### config.mk
export PLATFORM = sky130hd
export DESIGN_NAME = header_field_value_extract_top
export DESIGN_NICKNAME = d
export VERILOG_FILES = /design/src/rtl/hfve_pkg.sv /design/src/rtl/hfve_front.sv /design/src/rtl/hfve_cmdq.sv /design/src/rtl/hfve_back.sv /design/src/rtl/header_field_value_extract_top.sv
export SDC_FILE = /design/constraint.sdc
export NUM_CORES = 1
export LEC_CHECK = 0
export BUFFER_PORTS_ARGS = -buffer_cell sky130_fd_sc_hd__buf_2
export CORE_MARGIN = 2
export CORE_UTILIZATION = 60
export CTS_BUF_LIST = sky130_fd_sc_hd__clkbuf_16
export DETAILED_ROUTE_END_ITERATION = 7
export PLACE_DENSITY = 0.78
export SLEW_MARGIN = 20
export SYNTH_ARGS = -nofsm -noshare
export SYNTH_HDL_FRONTEND = slang
export SYNTH_SLANG_ARGS = --single-unit
### constraint.sdc
create_clock -name i_clk -period 4.5 [get_ports i_clk]
set_input_delay 0.225 -clock i_clk [delete_from_list [all_inputs] [get_ports i_clk]]
set_output_delay 0.225 -clock i_clk [all_outputs]
set_load 0.05 [all_outputs]
### src/rtl/hfve_pkg.sv
`timescale 1ns / 1ps
// hfve_pkg: types, character codes and helpers shared by the header field
// value extractor. No dependencies.
package hfve_pkg;

    localparam int CMDQ_DEPTH = 4;

    localparam logic [7:0] CH_NUL   = 8'h00;
    localparam logic [7:0] CH_TAB   = 8'h09;
    localparam logic [7:0] CH_LF    = 8'h0A;
    localparam logic [7:0] CH_CR    = 8'h0D;
    localparam logic [7:0] CH_SP    = 8'h20;
    localparam logic [7:0] CH_COLON = 8'h3A;

    localparam logic [1:0] CFG_NAME_LEN  = 2'd0;
    localparam logic [1:0] CFG_NAME_LOW  = 2'd1;
    localparam logic [1:0] CFG_NAME_HIGH = 2'd2;

    typedef enum logic [1:0] {
        KIND_BYTE     = 2'd0,
        KIND_COMPLETE = 2'd1,
        KIND_NO_MATCH = 2'd2
    } t_kind;

    typedef struct packed {
        logic [7:0] in_byte;
        logic       end_of_buffer;
    } t_in_item;

    typedef struct packed {
        t_kind      kind;
        logic [7:0] out_byte;
        logic       pending_overflow;
        logic       run_last;
    } t_out_item;

    typedef enum logic [5:0] {
        PH_LINE_START = 6'b000001,
        PH_COMPARE    = 6'b000010,
        PH_SKIP_LINE  = 6'b000100,
        PH_LEAD       = 6'b001000,
        PH_VALUE      = 6'b010000,
        PH_DONE       = 6'b100000
    } t_phase;

    typedef enum logic [2:0] {
        ACT_NONE    = 3'd0,
        ACT_PUSH_SP = 3'd1,
        ACT_PUSH_NL = 3'd2,
        ACT_PRINT   = 3'd3,
        ACT_FINISH  = 3'd4
    } t_act;

    typedef struct packed {
        t_act       act;
        logic [7:0] data;
        t_kind      fin_kind;
        logic       has_tail;
        t_kind      tail_kind;
        logic       last;
    } t_cmd;

    typedef enum logic [1:0] {
        BK_HEAD = 2'b01,
        BK_TAIL = 2'b10
    } t_bstate;

    function automatic logic [7:0] to_lower(input logic [7:0] c);
        to_lower = (c >= 8'h41 && c <= 8'h5A) ? c + 8'h20 : c;
    endfunction

endpackage

### src/rtl/hfve_front.sv
`timescale 1ns / 1ps
// hfve_front: configuration registers, name match and line parser; turns each
// header byte into at most one command for the back end. Uses hfve_pkg.
module hfve_front #(
    parameter int NAME_MAX = 16
) (
    input  logic               i_clk,
    input  logic               i_rst_n,
    input  logic               i_cfg_valid,
    input  logic [1:0]         i_cfg_index,
    input  logic [63:0]        i_cfg_data,
    input  logic               i_accept,
    input  hfve_pkg::t_in_item i_item,
    output logic               o_cmd_valid,
    output hfve_pkg::t_cmd     o_cmd
);

    logic [4:0]       r_name_len;
    logic [127:0]     r_name;
    hfve_pkg::t_phase r_phase, n_phase;
    logic [4:0]       r_pos, n_pos;
    logic             r_nl, n_nl;

    logic [7:0]       b;
    logic [4:0]       len;
    logic [4:0]       pos_eff;
    logic [7:0]       nc;
    logic             cmp_hit;
    logic             cmp_colon;
    logic             is_ws;
    hfve_pkg::t_act   act;
    hfve_pkg::t_kind  fin_kind;
    hfve_pkg::t_phase cmp_phase;
    logic [4:0]       cmp_pos;
    logic             cmp_fin;

    assign b       = i_item.in_byte;
    assign len     = (r_name_len > 5'(NAME_MAX)) ? 5'(NAME_MAX) : r_name_len;
    assign pos_eff = (r_phase == hfve_pkg::PH_LINE_START) ? 5'd0 : r_pos;
    assign nc      = r_name[{pos_eff[3:0], 3'b000} +: 8];
    assign cmp_hit = (pos_eff < len) && (b != hfve_pkg::CH_NUL) && (b != hfve_pkg::CH_LF)
                     && (hfve_pkg::to_lower(b) == hfve_pkg::to_lower(nc));
    assign cmp_colon = (pos_eff >= len) && (b == hfve_pkg::CH_COLON);
    assign is_ws   = (b == hfve_pkg::CH_SP) || (b == hfve_pkg::CH_TAB)
                     || (b == hfve_pkg::CH_CR) || (b == hfve_pkg::CH_LF);

    always_comb begin
        cmp_pos = pos_eff;
        cmp_fin = 1'b0;
        priority if (cmp_hit) begin
            cmp_pos   = pos_eff + 5'd1;
            cmp_phase = hfve_pkg::PH_COMPARE;
        end else if (cmp_colon) begin
            cmp_phase = hfve_pkg::PH_LEAD;
        end else if (b == hfve_pkg::CH_NUL) begin
            cmp_phase = hfve_pkg::PH_DONE;
            cmp_fin   = 1'b1;
        end else if (b == hfve_pkg::CH_LF) begin
            cmp_phase = hfve_pkg::PH_LINE_START;
        end else begin
            cmp_phase = hfve_pkg::PH_SKIP_LINE;
        end
    end

    always_comb begin
        n_phase  = r_phase;
        n_pos    = r_pos;
        n_nl     = r_nl;
        act      = hfve_pkg::ACT_NONE;
        fin_kind = hfve_pkg::KIND_COMPLETE;
        unique case (r_phase)
            hfve_pkg::PH_LINE_START: begin
                if (b == hfve_pkg::CH_NUL) begin
                    n_phase  = hfve_pkg::PH_DONE;
                    act      = hfve_pkg::ACT_FINISH;
                    fin_kind = hfve_pkg::KIND_NO_MATCH;
                end else if (b == hfve_pkg::CH_TAB) begin
                    n_phase = hfve_pkg::PH_SKIP_LINE;
                end else begin
                    n_phase = cmp_phase;
                    n_pos   = cmp_pos;
                    if (cmp_fin) begin
                        act      = hfve_pkg::ACT_FINISH;
                        fin_kind = hfve_pkg::KIND_NO_MATCH;
                    end
                end
            end
            hfve_pkg::PH_COMPARE: begin
                n_phase = cmp_phase;
                n_pos   = cmp_pos;
                if (cmp_fin) begin
                    act      = hfve_pkg::ACT_FINISH;
                    fin_kind = hfve_pkg::KIND_NO_MATCH;
                end
            end
            hfve_pkg::PH_SKIP_LINE: begin
                if (b == hfve_pkg::CH_NUL) begin
                    n_phase  = hfve_pkg::PH_DONE;
                    act      = hfve_pkg::ACT_FINISH;
                    fin_kind = hfve_pkg::KIND_NO_MATCH;
                end else if (b == hfve_pkg::CH_LF) begin
                    n_phase = hfve_pkg::PH_LINE_START;
                end
            end
            hfve_pkg::PH_LEAD: begin
                if (r_nl) begin
                    n_nl = 1'b0;
                    if (!is_ws) begin
                        n_phase = hfve_pkg::PH_DONE;
                        act     = hfve_pkg::ACT_FINISH;
                    end
                end else if (b == hfve_pkg::CH_SP || b == hfve_pkg::CH_TAB
                             || b == hfve_pkg::CH_CR) begin
                    n_nl = 1'b0;
                end else if (b == hfve_pkg::CH_LF) begin
                    n_nl = 1'b1;
                end else if (b == hfve_pkg::CH_NUL) begin
                    n_phase = hfve_pkg::PH_DONE;
                    act     = hfve_pkg::ACT_FINISH;
                end else begin
                    n_phase = hfve_pkg::PH_VALUE;
                    act     = hfve_pkg::ACT_PRINT;
                end
            end
            hfve_pkg::PH_VALUE: begin
                if (r_nl) begin
                    n_nl = 1'b0;
                    if (b == hfve_pkg::CH_SP || b == hfve_pkg::CH_TAB) begin
                        act = hfve_pkg::ACT_PUSH_NL;
                    end else begin
                        n_phase = hfve_pkg::PH_DONE;
                        act     = hfve_pkg::ACT_FINISH;
                    end
                end else if (b == hfve_pkg::CH_NUL) begin
                    n_phase = hfve_pkg::PH_DONE;
                    act     = hfve_pkg::ACT_FINISH;
                end else if (b == hfve_pkg::CH_CR) begin
                    n_nl = 1'b0;
                end else if (b == hfve_pkg::CH_SP || b == hfve_pkg::CH_TAB) begin
                    act = hfve_pkg::ACT_PUSH_SP;
                end else if (b == hfve_pkg::CH_LF) begin
                    n_nl = 1'b1;
                end else begin
                    act = hfve_pkg::ACT_PRINT;
                end
            end
            hfve_pkg::PH_DONE: begin
                n_phase = hfve_pkg::PH_DONE;
            end
            default: begin
                n_phase = hfve_pkg::PH_LINE_START;
            end
        endcase

        o_cmd.act       = act;
        o_cmd.data      = (b == hfve_pkg::CH_TAB) ? hfve_pkg::CH_SP : b;
        o_cmd.fin_kind  = fin_kind;
        o_cmd.last      = i_item.end_of_buffer;
        o_cmd.has_tail  = i_item.end_of_buffer && (n_phase != hfve_pkg::PH_DONE);
        o_cmd.tail_kind = (n_phase == hfve_pkg::PH_LEAD || n_phase == hfve_pkg::PH_VALUE)
                          ? hfve_pkg::KIND_COMPLETE : hfve_pkg::KIND_NO_MATCH;
        o_cmd_valid     = i_accept && (act != hfve_pkg::ACT_NONE || i_item.end_of_buffer);
    end

    always_ff @(posedge i_clk) begin
        if (!i_rst_n) begin
            r_name_len <= 5'd1;
            r_name     <= '0;
            r_phase    <= hfve_pkg::PH_LINE_START;
            r_pos      <= '0;
            r_nl       <= 1'b0;
        end else begin
            if (i_cfg_valid) begin
                unique case (i_cfg_index)
                    hfve_pkg::CFG_NAME_LEN:  r_name_len     <= i_cfg_data[4:0];
                    hfve_pkg::CFG_NAME_LOW:  r_name[63:0]   <= i_cfg_data;
                    hfve_pkg::CFG_NAME_HIGH: r_name[127:64] <= i_cfg_data;
                    default: ;
                endcase
            end
            if (i_accept) begin
                if (i_item.end_of_buffer) begin
                    r_phase <= hfve_pkg::PH_LINE_START;
                    r_pos   <= '0;
                    r_nl    <= 1'b0;
                end else begin
                    r_phase <= n_phase;
                    r_pos   <= n_pos;
                    r_nl    <= n_nl;
                end
            end
        end
    end

endmodule

### src/rtl/hfve_cmdq.sv
`timescale 1ns / 1ps
// hfve_cmdq: short command queue between the parser and the result generator.
// Uses hfve_pkg.
module hfve_cmdq (
    input  logic           i_clk,
    input  logic           i_rst_n,
    input  logic           i_wr,
    input  hfve_pkg::t_cmd i_wr_cmd,
    output logic           o_full,
    input  logic           i_rd,
    output logic           o_valid,
    output hfve_pkg::t_cmd o_rd_cmd
);

    localparam int PW = $clog2(hfve_pkg::CMDQ_DEPTH);
    localparam int CW = $clog2(hfve_pkg::CMDQ_DEPTH + 1);

    hfve_pkg::t_cmd r_mem [hfve_pkg::CMDQ_DEPTH];
    logic [PW-1:0]  r_wp;
    logic [PW-1:0]  r_rp;
    logic [CW-1:0]  r_cnt;
    logic           do_wr;
    logic           do_rd;

    assign o_full   = (r_cnt == CW'(hfve_pkg::CMDQ_DEPTH));
    assign o_valid  = (r_cnt != '0);
    assign o_rd_cmd = r_mem[r_rp];
    assign do_wr    = i_wr && !o_full;
    assign do_rd    = i_rd && o_valid;

    always_ff @(posedge i_clk) begin
        if (do_wr) begin
            r_mem[r_wp] <= i_wr_cmd;
        end
    end

    always_ff @(posedge i_clk) begin
        if (!i_rst_n) begin
            r_wp  <= '0;
            r_rp  <= '0;
            r_cnt <= '0;
        end else begin
            if (do_wr) begin
                r_wp <= (r_wp == PW'(hfve_pkg::CMDQ_DEPTH - 1)) ? '0 : r_wp + 1'b1;
            end
            if (do_rd) begin
                r_rp <= (r_rp == PW'(hfve_pkg::CMDQ_DEPTH - 1)) ? '0 : r_rp + 1'b1;
            end
            r_cnt <= r_cnt + CW'(do_wr) - CW'(do_rd);
        end
    end

endmodule

### src/rtl/hfve_back.sv
`timescale 1ns / 1ps
// hfve_back: pending whitespace store, result sequencing and output register.
// Uses hfve_pkg.
module hfve_back #(
    parameter int PENDING_DEPTH = 32
) (
    input  logic                i_clk,
    input  logic                i_rst_n,
    input  logic                i_cmd_valid,
    input  hfve_pkg::t_cmd      i_cmd,
    output logic                o_cmd_pop,
    input  logic                i_pop,
    output logic                o_empty,
    output hfve_pkg::t_out_item o_result
);

    localparam int CNTW = $clog2(PENDING_DEPTH + 1);
    localparam int IDXW = $clog2(PENDING_DEPTH);

    logic                r_pend [PENDING_DEPTH];
    logic [CNTW-1:0]     r_count, n_count;
    logic [CNTW-1:0]     r_idx, n_idx;
    logic                r_ovf, n_ovf;
    hfve_pkg::t_bstate   r_state, n_state;
    logic                r_valid;
    hfve_pkg::t_out_item r_out;

    logic                out_rdy;
    logic                emit;
    hfve_pkg::t_out_item res;
    logic                ok0, ok1;
    logic [CNTW-1:0]     cnt1;
    logic                w0_en, w1_en, w0_val;
    logic [IDXW-1:0]     w0_addr, w1_addr;

    assign out_rdy  = !r_valid || i_pop;
    assign o_empty  = !r_valid;
    assign o_result = r_out;
    assign ok0      = (r_count < CNTW'(PENDING_DEPTH));
    assign cnt1     = r_count + {{(CNTW-1){1'b0}}, ok0};
    assign ok1      = (cnt1 < CNTW'(PENDING_DEPTH));

    always_comb begin
        n_count   = r_count;
        n_idx     = r_idx;
        n_ovf     = r_ovf;
        n_state   = r_state;
        emit      = 1'b0;
        o_cmd_pop = 1'b0;
        w0_en     = 1'b0;
        w1_en     = 1'b0;
        w0_val    = 1'b0;
        w0_addr   = r_count[IDXW-1:0];
        w1_addr   = cnt1[IDXW-1:0];
        res.kind             = hfve_pkg::KIND_BYTE;
        res.out_byte         = 8'h00;
        res.pending_overflow = r_ovf;
        res.run_last         = 1'b1;
        if (i_cmd_valid && out_rdy) begin
            unique case (r_state)
                hfve_pkg::BK_HEAD: begin
                    unique case (i_cmd.act)
                        hfve_pkg::ACT_PUSH_SP, hfve_pkg::ACT_PUSH_NL: begin
                            w0_en = ok0;
                            if (i_cmd.act == hfve_pkg::ACT_PUSH_NL) begin
                                w0_val  = 1'b1;
                                w1_en   = ok1;
                                n_count = cnt1 + {{(CNTW-1){1'b0}}, ok1};
                                n_ovf   = r_ovf || !ok0 || !ok1;
                            end else begin
                                n_count = cnt1;
                                n_ovf   = r_ovf || !ok0;
                            end
                            emit                 = i_cmd.has_tail;
                            res.kind             = i_cmd.tail_kind;
                            res.pending_overflow = n_ovf;
                            o_cmd_pop            = 1'b1;
                        end
                        hfve_pkg::ACT_PRINT: begin
                            emit = 1'b1;
                            if (r_idx < r_count) begin
                                res.out_byte = r_pend[r_idx[IDXW-1:0]] ? hfve_pkg::CH_LF
                                                                        : hfve_pkg::CH_SP;
                                res.run_last = 1'b0;
                                n_idx        = r_idx + 1'b1;
                            end else begin
                                res.out_byte = i_cmd.data;
                                res.run_last = !i_cmd.has_tail;
                                n_count      = '0;
                                n_idx        = '0;
                                if (i_cmd.has_tail) begin
                                    n_state = hfve_pkg::BK_TAIL;
                                end else begin
                                    o_cmd_pop = 1'b1;
                                end
                            end
                        end
                        hfve_pkg::ACT_FINISH: begin
                            emit      = 1'b1;
                            res.kind  = i_cmd.fin_kind;
                            o_cmd_pop = 1'b1;
                        end
                        default: begin
                            emit      = i_cmd.has_tail;
                            res.kind  = i_cmd.tail_kind;
                            o_cmd_pop = 1'b1;
                        end
                    endcase
                end
                hfve_pkg::BK_TAIL: begin
                    emit      = 1'b1;
                    res.kind  = i_cmd.tail_kind;
                    o_cmd_pop = 1'b1;
                    n_state   = hfve_pkg::BK_HEAD;
                end
                default: begin
                    n_state = hfve_pkg::BK_HEAD;
                end
            endcase
            if (o_cmd_pop && i_cmd.last) begin
                n_count = '0;
                n_idx   = '0;
                n_ovf   = 1'b0;
            end
        end
    end

    always_ff @(posedge i_clk) begin
        for (int j = 0; j < PENDING_DEPTH; j++) begin
            if (w0_en && w0_addr == IDXW'(j)) begin
                r_pend[j] <= w0_val;
            end
            if (w1_en && w1_addr == IDXW'(j)) begin
                r_pend[j] <= 1'b0;
            end
        end
        if (emit) begin
            r_out <= res;
        end
    end

    always_ff @(posedge i_clk) begin
        if (!i_rst_n) begin
            r_count <= '0;
            r_idx   <= '0;
            r_ovf   <= 1'b0;
            r_state <= hfve_pkg::BK_HEAD;
            r_valid <= 1'b0;
        end else begin
            r_count <= n_count;
            r_idx   <= n_idx;
            r_ovf   <= n_ovf;
            r_state <= n_state;
            if (emit) begin
                r_valid <= 1'b1;
            end else if (i_pop) begin
                r_valid <= 1'b0;
            end
        end
    end

endmodule

### src/rtl/header_field_value_extract_top.sv
`timescale 1ns / 1ps
// Header field value extractor: takes one header byte per cycle while full is
// low and hands out the value of the first line whose name matches the
// configured one. The front end parses a byte per cycle and posts at most one
// command per byte into a four-entry command queue; the back end turns each
// command into results at one per cycle through a single output register, and
// a command retires only while that register is free or being popped. The
// first result of a byte is registered in the command queue and then in the
// output register before it can be popped. A printable value byte preceded
// by n held whitespace bytes yields n+1 results, plus one more when the same
// byte ends the buffer, so full rises while that queue is filled behind such
// flushes or behind results that are not popped. No clearing pass after reset.
// Uses hfve_pkg, hfve_front, hfve_cmdq and hfve_back.
module header_field_value_extract_top #(
    parameter int NAME_MAX      = 16,
    parameter int PENDING_DEPTH = 32
) (
    input  logic                i_clk,
    input  logic                i_rst_n,
    input  logic                i_cfg_valid,
    output logic                o_cfg_ready,
    input  logic [1:0]          i_cfg_index,
    input  logic [63:0]         i_cfg_data,
    input  logic                push,
    output logic                full,
    input  hfve_pkg::t_in_item  i_in,
    output logic                empty,
    input  logic                pop,
    output hfve_pkg::t_out_item o_out
);

    logic           q_full;
    logic           accept;
    logic           cmd_wr;
    hfve_pkg::t_cmd cmd_in;
    logic           cmd_valid;
    hfve_pkg::t_cmd cmd_head;
    logic           cmd_pop;

    assign o_cfg_ready = 1'b1;
    assign full        = q_full;
    assign accept      = push && !q_full;

    hfve_front #(
        .NAME_MAX(NAME_MAX)
    ) u_front (
        .i_clk      (i_clk),
        .i_rst_n    (i_rst_n),
        .i_cfg_valid(i_cfg_valid),
        .i_cfg_index(i_cfg_index),
        .i_cfg_data (i_cfg_data),
        .i_accept   (accept),
        .i_item     (i_in),
        .o_cmd_valid(cmd_wr),
        .o_cmd      (cmd_in)
    );

    hfve_cmdq u_cmdq (
        .i_clk   (i_clk),
        .i_rst_n (i_rst_n),
        .i_wr    (cmd_wr),
        .i_wr_cmd(cmd_in),
        .o_full  (q_full),
        .i_rd    (cmd_pop),
        .o_valid (cmd_valid),
        .o_rd_cmd(cmd_head)
    );

    hfve_back #(
        .PENDING_DEPTH(PENDING_DEPTH)
    ) u_back (
        .i_clk      (i_clk),
        .i_rst_n    (i_rst_n),
        .i_cmd_valid(cmd_valid),
        .i_cmd      (cmd_head),
        .o_cmd_pop  (cmd_pop),
        .i_pop      (pop),
        .o_empty    (empty),
        .o_result   (o_out)
    );

endmodule

==> summary.txt, run 1 <==
Status - completed
Std-Cell Rows - 55
Avg WL per Cell - 20.0 µm
Compound-Gate Fraction of Synth Area - 15.9%
Share of cell area taken by muxes after synthesis - 8.65%
Initial DRC count - 1028
Fin. Hold Viols - 0
Pwr per Cell Area - 448 nW/µm²
Vias per std cell - 6.16
Die Wd - 156 µm
Initial antenna violation count - 0
Max clock buf depth - 3
Setup TNS - 0 ps
Max-slew violation count - 0
Register bit count reported by yosys - 287
IO Count - 95
Worst Skew - 20.1 ps
Pre-CTS setup slack - 157 ps
CTS tree - built
Cell Area, Synth - 13900 µm²
Leading area contributor after synthesis - dfxtp_1
XOR/XNOR Fraction of Synth Area - 1.13%
Clock-pin slew of the registers on the worst-case setup and hold paths - 60 ps
Mapped Nets - 1596
HP Class - input pin to register
Max FO, Critical Path - 18
Synth top area cells - dfxtp_1 (25%), edfxtp_1 (24%), nand2_1 (9.0%)
RSZ-0062 raised after global routing - no
Drt total wl - 38600 µm
Net count, final - 1726
CTS HTree Levels - 1
Worst-skew pair later-pin latency - 560 ps
Most common cell after layout, fill and taps aside - nand2_1
Tot GR Track Use - 31.7%
Die footprint - 24400 µm²
Port Buffers - 93
DRT Pass-1 Iters - 6
Gr ovfl total - 0
ANT cells - 0
WS Path Type - register to register
Root buf cell - clkbuf_16
Warnings from Yosys - 0
Post-synth ARST share - 0%
Sequential cell area fraction in the yosys report - 49.2%
Adder-cell share of the synthesized area - 2.57%
Post-CTS Setup Bufs - 0
Post-synth top flop - dfxtp_1
Top-area cell type share of the netlist area - 25.3%
Peak supply drop - 0.000358 V
Die H - 156 µm
Remaining DRCs - 0
Cells after synthesis - 1488
Syn Area/Cell - 9.36 µm²
Crit end category - register
Initial Util - 61.3%
# setup viols final - 0
Core outline area - 22700 µm²
Layout area overhead - 17.3%
Layout cells sized above 1 - 14.9%
First-pass GRT wire length - 60900 µm
CP required - 4920 ps
Post-synth cell types - 74
Maximum clock frequency - 0.237 GHz
Post-synth EDFFs - 111
Worst EP arrival - 4630 ps
Worst-margin pin slew - 1080 ps
Total power - 0.00733 W
Via count - 11.9k
Worst setup SP type - register
Post-DRT Antenna Nets - 0
Vias in the first global route - 11.5k
MaxCap Viol Count - 0
Cts bufs inserted - 30
Final GP Congestion - 1.03
Most frequent cells in the layout - nand2_1 (333), a21oi_1 (191), dfxtp_1 (175), edfxtp_1 (111), buf_2 (93)
Pin count of the biggest net entering global routing - 112
Worst slew margin - 28.0%
Simple-gate share of the synthesized area - 18.4%
Final min period - 4210 ps
Leakage - 5.81 nW
Setup ws final - 289 ps
Final worst path period share - 93.6%
CTS sink cnt - 287
Largest family of logic cells by synthesized area - simple AND/OR/NAND/NOR gates
HPWL after DPL - 25900 µm
-- timing repair --
action,in CTS,in global routing
endpoints found under the setup margin,0,13
resized for setup,0,3
hold buffers,66,0
hold endpoints to repair,140,0
-- worst max-delay path, stage by stage (launching register included) --
cell	delay, ps
dfxtp_1	830
buf_4	310
buf_4	180
mux2i_1	180
o22ai_1	110
o32ai_1	450
a21oi_1	140
o211a_1	190
or4_1	570
a2111oi_4	500
buf_4	230
a41oi_1	130
o21ai_1	170
o31ai_1	80
-- power breakdown --
group | total [W] | switching (W) | leakage [nW] | internal (W)
combinational | 0.00184 | 0.00121 | 2.84 | 0.000635
clock | 0.00247 | 0.00102 | 0.513 | 0.00145
sequential | 0.00302 | 0.000107 | 2.46 | 0.00292
total | 0.00733 | 0.00233 | 5.81 | 0.00500
-- routing by layer --
metal  up-vias  part of all wire (%)  GRT usage, %  wire [µm]
met1      5670                    40          40.5      15400
met4         0                   4.8          14.8       1850
met2       498                    50          54.2      19200
met5         -                     0             0          0
met3       109                   5.8          3.52       2230
li1       5595                     -             -          -
-- per-stage QoR --
stage                     hold WS (ps)  area [µm²]  instances  util, %
after floorplan                    324       13900       1488        -
after global routing              33.6       16300       1927     72.0
after detailed placement           446       14600       1804     64.5
after CTS                         1.35       16300       1926     71.7
final                             13.9       16300       1927     72.0
after global placement             439       14600       1804     64.5
-- synth_stat cells, types with 5 or more instances --
master / instances
clkbuf_1: 79
a31oi_1: 10
nor2_1: 74
o211ai_1: 6
or4_1: 5
nand3b_1: 7
o21ai_0: 48
mux2i_1: 27
mux2_2: 7
nand4_1: 5
a21o_1: 5
nand3_1: 32
nor2b_1: 19
xor2_1: 5
nor3b_1: 8
buf_2: 12
edfxtp_1: 111
dfxtp_1: 176
a21oi_1: 191
a221oi_1: 6
nand2b_1: 17
a211oi_1: 9
nor3_1: 19
nor4_1: 7
o22ai_1: 34
o31ai_1: 12
and2_1: 13
ha_1: 27
and3_1: 9
or2_2: 7
inv_1: 40
xnor2_1: 13
mux4_2: 38
nand2_1: 333
-- sequential cells by signal (all words and copies together), names as in the netlist, named ones only --
signal and flops:
u_front.r_name 128, u_front.r_nl 1, u_back.r_count 6, u_cmdq.r_wp 2
u_back.o_result 12, u_back.r_pend 32, u_cmdq.r_mem 68, u_back.r_valid 1
u_back.r_ovf 1, u_front.r_phase 6, u_front.r_name_len 5, u_front.r_pos 5
u_back.r_state 2, u_back.r_idx 6, u_cmdq.r_rp 2, u_cmdq.r_cnt 3
-- cell type report --
cell class                      count  area, µm²
Fill cell                        1682       6370
Multi-Input combinational cell   1060       6530
Sequential cell                   287       6860
Clock inverter                     24        184
Tap cell                          285        357
Inverter                           41        156
Clock buffer                       32        801
Timing Repair Buffer              198       1450
-- logic make-up after synthesis --
| family | after synthesis |
|---|---|
| flip-flops | 287 |
| AO/OA/AOI/OAI | 370 |
| AND/OR/NAND/NOR | 571 |
| other | 1 |
| adder cells (fa/ha/maj) | 28 |
| multiplexers | 72 |
| buffers and inverters | 141 |
| XOR/XNOR | 18 |
-- path summary, 6_finish.rpt --
check                     startpoint                  end  slack (ps)  cells after the start
setup / recovery    u_front.r_pos[1]     u_front.r_pos[3]         290                     13
hold / removal               i_in[8]  u_cmdq.r_mem[2][13]          10                      1
setup reg to reg    u_front.r_pos[1]     u_front.r_pos[3]         290                     13
hold reg to reg   u_front.r_name[96]   u_front.r_name[96]         460                      2
Note: power is estimated with default switching activity, not from simulation.
==> run 2: changes to the inputs <==
Settings changed: CORE_UTILIZATION 60 to 61, PLACE_DENSITY 0.78 to 0.79.
==> summary.txt, run 2 (synthesized netlist as in run 1, its figures left out) <==
Fin. Hold Viols - 0 (unchanged)
CP cell instances - or4_4 -> o21ai_4 -> a2111oi_2 -> nor4_4 -> or3b_1 -> or4_1 -> a2111oi_2 -> or2_2 -> o21ai_0 -> inv_1
Cts bufs inserted - 29 (-3.3%)
Area post-placement - 14600 µm² (-0.20%)
Sw Ratio - 31.5% (-0.30 points)
Die Wd - 155 µm (-0.80%)
Std-Cell Rows - 55 (unchanged)
Setup TNS - 0 ps (unchanged)
Family with the most delay on the worst path - simple AND/OR/NAND/NOR gates
Hold WS - 22.6 ps (+8.73 ps)
Reg2reg end - u_cmdq.r_mem[1][2]
Max-slew violation count - 0 (unchanged)
CP bufs+invs - 1 (-2)
Initial DRC count - 1182 (+15%)
Pin count of the biggest net entering global routing - 104 (-7.1%)
HP Class - input pin to register
Leakage - 5.74 nW (-1.2%)
ANT cells - 0 (unchanged)
Max clock buf depth - 3 (unchanged)
Worst setup SP type - register
# setup viols final - 0 (unchanged)
Avg WL per Cell - 19.9 µm (-0.90%)
Fin cells - 1917 (-0.52%)
WHS Path Cells - 1 (unchanged)
Net count, final - 1719 (-0.41%)
CTS sink cnt - 287 (unchanged)
Worst EP arrival - 4630 ps (about the same)
Hold Startpoint - i_in[3]
Peak supply drop - 0.000355 V (-0.92%)
Design area - 16300 µm² (-0.44%)
Status - completed
Crit end category - register
Layout cells sized above 1 - 14.9% (+0.030 points)
MaxCap Viol Count - 0 (unchanged)
Worst r2r src - u_front.r_phase[1]
RSZ-0062 raised after global routing - no
Vias per std cell - 6.18 (+0.36%)
Combinational Power Share - 24.9% (-0.2 points)
Post-DRT Antenna Nets - 0 (unchanged)
Met3 routed WL - 2300 µm (+3.2%)
Pwr per Cell Area - 452 nW/µm² (+0.77%)
WS Path Type - register to register
Placed Instances - 1800 (-0.22%)
Wire length on met2 - 19200 µm (+0.44%)
Reg2Reg Setup Slack - 260 ps (-30 ps)
Most common cell after layout, fill and taps aside - nand2_1
Worst Hold Endpoint - u_cmdq.r_mem[2][8]
Max stage delay on crit path - 660 ps (-170 ps)
Final GP Congestion - 1.01 (-1.2%)
Max FO, Critical Path - 9 (-9)
Top Metal Used - met4
Total power - 0.00735 W (+0.32%)
Initial Util - 61.9% (+0.56 points)
Met1 wire length - 15000 µm (-2.6%)
Tot GR Track Use - 31.4% (-0.26 points)
Worst-skew pair later-pin latency - 550 ps (about the same)
Most frequent CP cell - a2111oi_2
Most frequent cells in the layout - nand2_1 (332), a21oi_1 (191), dfxtp_1 (174), edfxtp_1 (111), buf_2 (93)
CTS tree - built
Via count - 11.9k (-0.16%)
Die H - 155 µm (-0.80%)
Core outline area - 22500 µm² (-0.91%)
Maximum clock frequency - 0.236 GHz (-0.69%)
Worst Skew - 9.91 ps (-10.1 ps)
Clock-pin slew of the registers on the worst-case setup and hold paths - 70 ps (about the same)
Clock Power Share - 34.1% (+0.5 points)
Worst slew margin - 30.4% (+2.4 points)
Part of the power in registers - 41.1% (about the same)
Max reg flops - 128 (unchanged)
DRT Pass-1 Iters - 5 (-1)
CTS HTree Levels - 1 (unchanged)
Remaining DRCs - 0 (unchanged)
Crit-path slowest cell - or4_4
HPWL after DPL - 25700 µm (-0.83%)
Initial antenna violation count - 0 (unchanged)
Gr ovfl total - 0 (unchanged)
Final min period - 4240 ps (+29.3 ps)
Root buf cell - clkbuf_16
First-pass GRT wire length - 60300 µm (-1.0%)
Final worst path period share - 94.2% (+0.65 points)
FF-to-FF path depth - 10 (-3)
CP required - 4890 ps (-30 ps)
Vias in the first global route - 11.5k (-0.0087%)
Largest register by flop count - u_front.r_name
Post-CTS Setup Bufs - 0 (unchanged)
Switch Pwr - 0.00232 W (-0.62%)
Layout area overhead - 16.8%
Internal Power - 0.00503 W (+0.76%)
Port Buffers - 93 (unchanged)
Die footprint - 24100 µm² (-1.6%)
Drt total wl - 38100 µm (-1.4%)
IO Count - 95 (unchanged)
Biggest regs - u_front.r_name x128, u_cmdq.r_mem x68, u_back.r_pend x32
Worst-margin pin slew - 1040 ps (-36.3 ps)
==> run 2: changes by cell type in the layout (fill, tap and decap cells not counted), sizes merged <==
cell | before | now
clkinvlp | 1 | 2
inv | 50 | 41
dlygate4sd3 | 66 | 65
clkbuf | 32 | 30
bufinv | 3 | 5
buf | 132 | 127
clkinv | 11 | 15
==> run 2: worst max-delay path by stage <==
stage | startpoint | slack, ps | to | depth (start not counted)
5_1_grt | u_front.r_pos[2] | 20 | u_cmdq.r_mem[1][2] | 11
2_1_floorplan | u_front.r_phase[1] | 810 | u_front.r_pos[4] | 12
3_5_place_dp | u_front.r_pos[1] | 170 | u_front.r_pos[3] | 11
3_3_place_gp | u_front.r_phase[0] | 290 | u_front.r_pos[3] | 11
4_1_cts | u_front.r_pos[1] | 160 | u_front.r_pos[3] | 11
6_report | u_front.r_phase[1] | 260 | u_cmdq.r_mem[1][2] | 10
==> run 2: through the flow <==
step	worst slack (ps)	util, %
2_1_floorplan	807	-
3_3_place_gp	291	64.9
3_5_place_dp	171	64.9
4_1_cts	157	72.2
5_1_grt	16.2	72.3
6_report	260	72.3
==> run 2: layout make-up <==
cell class | count | area [µm²]
flip-flops and latches | 287 | 6860
multi-input cells | 1060 | 6530
fillers | 1656 | 6230
repair buffers | 192 | 1380
clock buffers | 30 | 751
well taps | 285 | 357
clock inverters | 22 | 238
inverters | 41 | 156
==> run 2: metal layers <==
layer | GRT usage (%) | up-vias
li1 | - | 5585
met5 | 0 | -
met1 | 39.7 | 5682
met3 | 3.20 | 90
met2 | 55.8 | 496
met4 | 12.2 | 0
==> run 2: power groups by stage <==
stage / registers (W) / clock network [W] / logic [W]
4_1_cts: 0.00302 / 0.00252 / 0.00181
6_report: 0.00302 / 0.00250 / 0.00183
5_1_grt: 0.00304 / 0.00263 / 0.00199
3_5_place_dp: 0.00307 / 0 / 0.00174
2_1_floorplan: 0.00321 / 0 / 0.00115
3_3_place_gp: 0.00307 / 0 / 0.00170
==> run 2: what timing repair did <==
action / CTS / global route
resized for setup: 0 / 4
hold buffers: 65 / 0
endpoints found under the setup margin: 0 / 13
hold endpoints to repair: 132 / 0
